===== config.mk =====
export PLATFORM = sky130hd
export DESIGN_NAME = bdq_ctrl
export DESIGN_NICKNAME = d
export VERILOG_FILES = /design/src/hw/rtl/bdq_pkg.sv /design/src/hw/rtl/bdq_ctrl.sv
export SDC_FILE = /design/constraint.sdc
export NUM_CORES = 1
export LEC_CHECK = 0
export ABC_AREA = 1
export ABC_CLOCK_PERIOD_IN_PS = 1350
export BUFFER_PORTS_ARGS = -buffer_cell sky130_fd_sc_hd__buf_2
export CAP_MARGIN = 10
export CELL_PAD_IN_SITES_DETAIL_PLACEMENT = 1
export CELL_PAD_IN_SITES_GLOBAL_PLACEMENT = 2
export CORE_AREA = 10 10 47 49
export DETAILED_ROUTE_END_ITERATION = 12
export DIE_AREA = 0 0 57 59
export GPL_ROUTABILITY_DRIVEN = 0
export PLACE_DENSITY = 0.41
export SLEW_MARGIN = 20
export SYNTH_ARGS = -nofsm -noshare
export SYNTH_HDL_FRONTEND = slang
export SYNTH_SLANG_ARGS = --single-unit

===== constraint.sdc =====
create_clock -name clk -period 1.35 [get_ports clk]
set_clock_uncertainty 0.2 [all_clocks]
set_input_delay 0.135 -clock clk [delete_from_list [all_inputs] [get_ports clk]]
set_output_delay 0.135 -clock clk [all_outputs]
set_load 0.05 [all_outputs]

===== src/hw/rtl/bdq_pkg.sv =====
// Shared types and constants for the bounded double-ended queue.
`timescale 1ns / 1ps

package bdq_pkg;

    localparam int CAP_W = 11;
    localparam int OCC_W = 11;
    localparam int WORD_W = 32;
    localparam logic [CAP_W-1:0] CAP_RESET = 11'd1024;

    typedef enum logic [2:0] {
        MODE_PUSH_FRONT = 3'd0,
        MODE_PUSH_REAR  = 3'd1,
        MODE_POP_FRONT  = 3'd2,
        MODE_POP_REAR   = 3'd3,
        MODE_QUERY      = 3'd4
    } mode_t;

    typedef struct packed {
        logic [2:0]               mode;
        logic signed [WORD_W-1:0] value;
    } in_item_t;

    typedef struct packed {
        logic                     ok;
        logic signed [WORD_W-1:0] front_value;
        logic signed [WORD_W-1:0] rear_value;
        logic                     is_empty;
        logic                     is_full;
        logic [OCC_W-1:0]         occupancy;
    } out_item_t;

    typedef struct packed {
        logic accept;
        logic load;
    } bdq_cmd_t;

endpackage


===== src/hw/rtl/bdq_ctrl.sv =====
// Controller state machine: input acceptance, result loading and output valid.
`timescale 1ns / 1ps

module bdq_ctrl
    import bdq_pkg::*;
(
    input  logic     clk,
    input  logic     rst_n,
    input  logic     item_valid,
    output logic     item_stall,
    output logic     result_valid,
    input  logic     result_stall,
    output bdq_cmd_t cmd
);

    typedef enum logic [1:0] {
        ST_IDLE = 2'b01,
        ST_LOAD = 2'b10
    } state_t;

    state_t state_reg;
    state_t state_next;
    logic   result_valid_reg;
    logic   result_valid_next;

    always_comb
    begin
        cmd.accept = 1'b0;
        cmd.load = 1'b0;
        state_next = state_reg;
        unique case (state_reg)
            ST_IDLE:
            begin
                if (item_valid)
                begin
                    cmd.accept = 1'b1;
                    state_next = ST_LOAD;
                end
            end
            ST_LOAD:
            begin
                if (!result_valid_reg || !result_stall)
                begin
                    cmd.load = 1'b1;
                    state_next = ST_IDLE;
                end
            end
            default:
            begin
                state_next = ST_IDLE;
            end
        endcase
    end

    always_comb
    begin
        if (cmd.load)
        begin
            result_valid_next = 1'b1;
        end
        else if (!result_stall)
        begin
            result_valid_next = 1'b0;
        end
        else
        begin
            result_valid_next = result_valid_reg;
        end
    end

    always_ff @(posedge clk or negedge rst_n)
    begin
        if (!rst_n)
        begin
            state_reg <= ST_IDLE;
            result_valid_reg <= 1'b0;
        end
        else
        begin
            state_reg <= state_next;
            result_valid_reg <= result_valid_next;
        end
    end

    assign item_stall = (state_reg != ST_IDLE);
    assign result_valid = result_valid_reg;

    a_accept_then_load: assert property (@(posedge clk) disable iff (!rst_n)
        cmd.accept |=> (state_reg == ST_LOAD))
        else $error("accepted transfer did not move to the load state");

    a_no_overwrite: assert property (@(posedge clk) disable iff (!rst_n)
        (state_reg == ST_LOAD && result_valid_reg && result_stall)
            |=> (state_reg == ST_LOAD && result_valid_reg))
        else $error("pending result was overwritten while stalled");

    a_result_hold: assert property (@(posedge clk) disable iff (!rst_n)
        (result_valid_reg && result_stall) |=> result_valid_reg)
        else $error("stalled result transfer was dropped");

endmodule


==> reports/metrics.cfg <==
[timing]
holdWs_ns = -0.01294
report.final.setup_viol = 3
fin_crit_ns = 1.416
max_slew.worst_pin.slew_ns = 0.2515
maxSlewHeadroom_pct = 83.35
post_route_setup_tns_ns = -0.1796
post_route_worst_setup_slack_ns = -0.06578
timing.fmax_ghz = 0.7063
layout_worst_path_cycle_share_pct = 104.9
grt_setup_unrepaired = yes
slew_violations = 0
finalHoldViolations = 1

[drt]
firstDrtPassIters = 2
postRouteWirelength_um = 433
route.detailed.vias_per_inst = 3.306
initialDrtViolationCount = 2
detail_route.drc_violations = 0
post_detailed_route_wirelength_per_cell_um = 8.837
postRouteAntennaNets = 0
num_vias = 162

[synthesis]
synth_seq_cells = 3
ys.warnings.count = 0
synth_largest_type_area_fraction_pct = 35.71
netlist-cell-type-count = 10
synth_nets = 20
synthesis.area_per_instance_um2 = 8.758
synth_largest_area_cell = sky130_fd_sc_hd__dfrtp_1
synth_edf_count = 0
synth_commonest_cells = sky130_fd_sc_hd__inv_1 (3), sky130_fd_sc_hd__nand2_1 (3), sky130_fd_sc_hd__dfrtp_1 (2), sky130_fd_sc_hd__nor2_2 (2)
synthesis.instances = 16
mappedNetlistArea_um2 = 140.1
yosysSeqAreaShare_pct = 54.46
synth_top_cells_by_area = sky130_fd_sc_hd__dfrtp_1 (36%), sky130_fd_sc_hd__dfstp_2 (19%), sky130_fd_sc_hd__nor2_2 (8.9%), sky130_fd_sc_hd__inv_1 (8.0%), sky130_fd_sc_hd__nand2_1 (8.0%)
synth_ff_type = sky130_fd_sc_hd__dfrtp_1
synthArstFlopShare_pct = 100.0

[cts]
clockRootBuffer = sky130_fd_sc_hd__clkbuf_4
cts_tree = done
clock_insertion_delay_worst_skew_ns = 0.24
max-clock-path-buffers = 2
cts_sinks = 3
tritoncts.num_buffers = 3
cts.reportedPaths.clkPinSlew_ns = 0.04
ctsHtreeMaxLevel = 1

[power_and_ir_drop]
irDropWorstVdd_mv = 0.3814
power_switching_share_pct = 34.49
comb_power_share_pct = 35.6
clock_power_share_pct = 37.6
power_leakage_nw = 0.1578
netSwitchingPower_uw = 146.6
internal_power_uw = 278.4
pwr-share-seq_pct = 26.8
p_per_area_mw_per_mm2 = 1403

[worst_hold_path]
holdCritStartpoint = item_valid
worstHoldPathCells = 3
hold-path-endpoint = state_reg[1]$_DFFE_PN0P_
hp-class = in -> reg

[finish]
antenna_cell_count = 0
area_delta_synth_final_pct = 116.1
largest_register_ffs = 2
fin_nets = 38
drive_gt1_share_pct = 78.79
postLayoutCellArea_um2 = 302.8

[die]
area_inside_the_core_boundary_mm2 = 0.001401
io-pin-count = 8
die_area_mm2 = 0.003363
die_h_um = 59
initial_utilization_pct = 10.00
fp.dieW_um = 57
rows = 14

[grt]
groute.usage.overall_pct = 3.106
grt_max_degree = 4
grt_pass1_vias = 182
grt_remaining_overflow = 0
grt_pass1_wl_um = 745
number_of_antenna_violations_at_the_first_check_in_global_routing = 0

[setup_path]
rrSetupSlack_ns = 0.08
cp-start-kind = flip-flop
timing.setup.critical_path_class = reg -> out
data_required_time_at_the_worst_endpoint_ns = 1.01
regToRegStartpoint = state_reg[0]$_DFFE_PN1P_
r2r-end = state_reg[0]$_DFFE_PN1P_
cp_max_fanout = 3
worstSetupEndpointType = output port
rr_worst_depth = 6
arrival_ns = 1.08

[place]
io_buffer_count = 7
detailed_place_hpwl_um = 320.9
post-place-ws_ns = 0.05446
placement.cell_area_um2 = 195.2

[flow_run]
max_cap_viol_count = 0

[outcome]
violations = hold timing, setup timing
outcome = complete, but fails checks

repair_timing:
action / CTS / global route
resized for setup: 11 / 2
buffers inserted: 4 / 2
hold endpoints to repair: 4 / 0
pin swaps: 1 / 1
endpoints found under the setup margin: 3 / 5
hold buffers: 1 / 0
worst max-delay path by stage:
stage                             startpoint     end  depth (start not counted)
global placement    state_reg[0]$_DFFE_PN1P_  cmd[1]                          3
CTS                 state_reg[0]$_DFFE_PN1P_  cmd[1]                          3
detailed placement  state_reg[0]$_DFFE_PN1P_  cmd[1]                          3
global route        state_reg[0]$_DFFE_PN1P_  cmd[1]                          3
floorplan           result_valid$_DFFE_PN0P_  cmd[0]                          2
finish              state_reg[0]$_DFFE_PN1P_  cmd[1]                          3
per-stage QoR:
step	power (mW)	std cells	util [%]
floorplan	0.1883	16	-
global placement	0.2160	39	13.93
detailed placement	0.2169	39	13.93
CTS	0.4238	48	20.89
global route	0.4580	49	21.61
finish	0.4249	49	21.61
logic make-up after synthesis:
group	count (synthesis)	share of synthesized area [%]
simple gates	7	25.00
compound gates	2	7.136
buf+inv	4	13.39
flops	3	54.47
metal layers:
| metal | GRT usage [%] | wire [um] |
|---|---|---|
| met3 | 2.361 | 41 |
| met1 | 2.482 | 143 |
| met2 | 4.341 | 235 |
| met4 | 4.027 | 12 |
| met5 | 0 | 0 |
layout by cell type (no fill, tap or decap):
cell	count
sky130_fd_sc_hd__buf_2	4
sky130_fd_sc_hd__inv_2	3
sky130_fd_sc_hd__nand3_2	1
sky130_fd_sc_hd__dlygate4sd3_1	1
sky130_fd_sc_hd__nand2_1	2
sky130_fd_sc_hd__buf_8	1
sky130_fd_sc_hd__nand2_2	2
sky130_fd_sc_hd__buf_6	2
sky130_fd_sc_hd__buf_4	6
sky130_fd_sc_hd__nor2_2	2
sky130_fd_sc_hd__dfstp_2	1
sky130_fd_sc_hd__clkbuf_1	1
sky130_fd_sc_hd__clkbuf_4	3
sky130_fd_sc_hd__a21oi_2	1
sky130_fd_sc_hd__dfrtp_1	2
sky130_fd_sc_hd__o21ai_1	1
worst max-delay path, stage by stage (launching register included):
cell and delay [ns]:
sky130_fd_sc_hd__dfstp_2 0.54, sky130_fd_sc_hd__nand3_2 0.08, sky130_fd_sc_hd__inv_2 0.08, sky130_fd_sc_hd__buf_8 0.14
area by class of cell:
class                           instances  area (um^2)
Fill cell                             176         1099
Timing Repair Buffer                   14        112.6
Multi-Input combinational cell          9        56.30
Sequential cell                         3        76.32
Tap cell                               16        20.02
Clock buffer                            4        26.28
Inverter                                3        11.26
power groups by stage:
| stage | combinational, mW | clock [mW] | sequential [mW] |
|---|---|---|---|
| 2_1_floorplan | 0.0633 | 0 | 0.125 |
| 3_3_place_gp | 0.104 | 0 | 0.112 |
| 3_5_place_dp | 0.104 | 0 | 0.113 |
| 4_1_cts | 0.143 | 0.167 | 0.114 |
| 5_1_grt | 0.163 | 0.179 | 0.116 |
| 6_report | 0.151 | 0.160 | 0.114 |
Power figures use the tool's default switching activity.
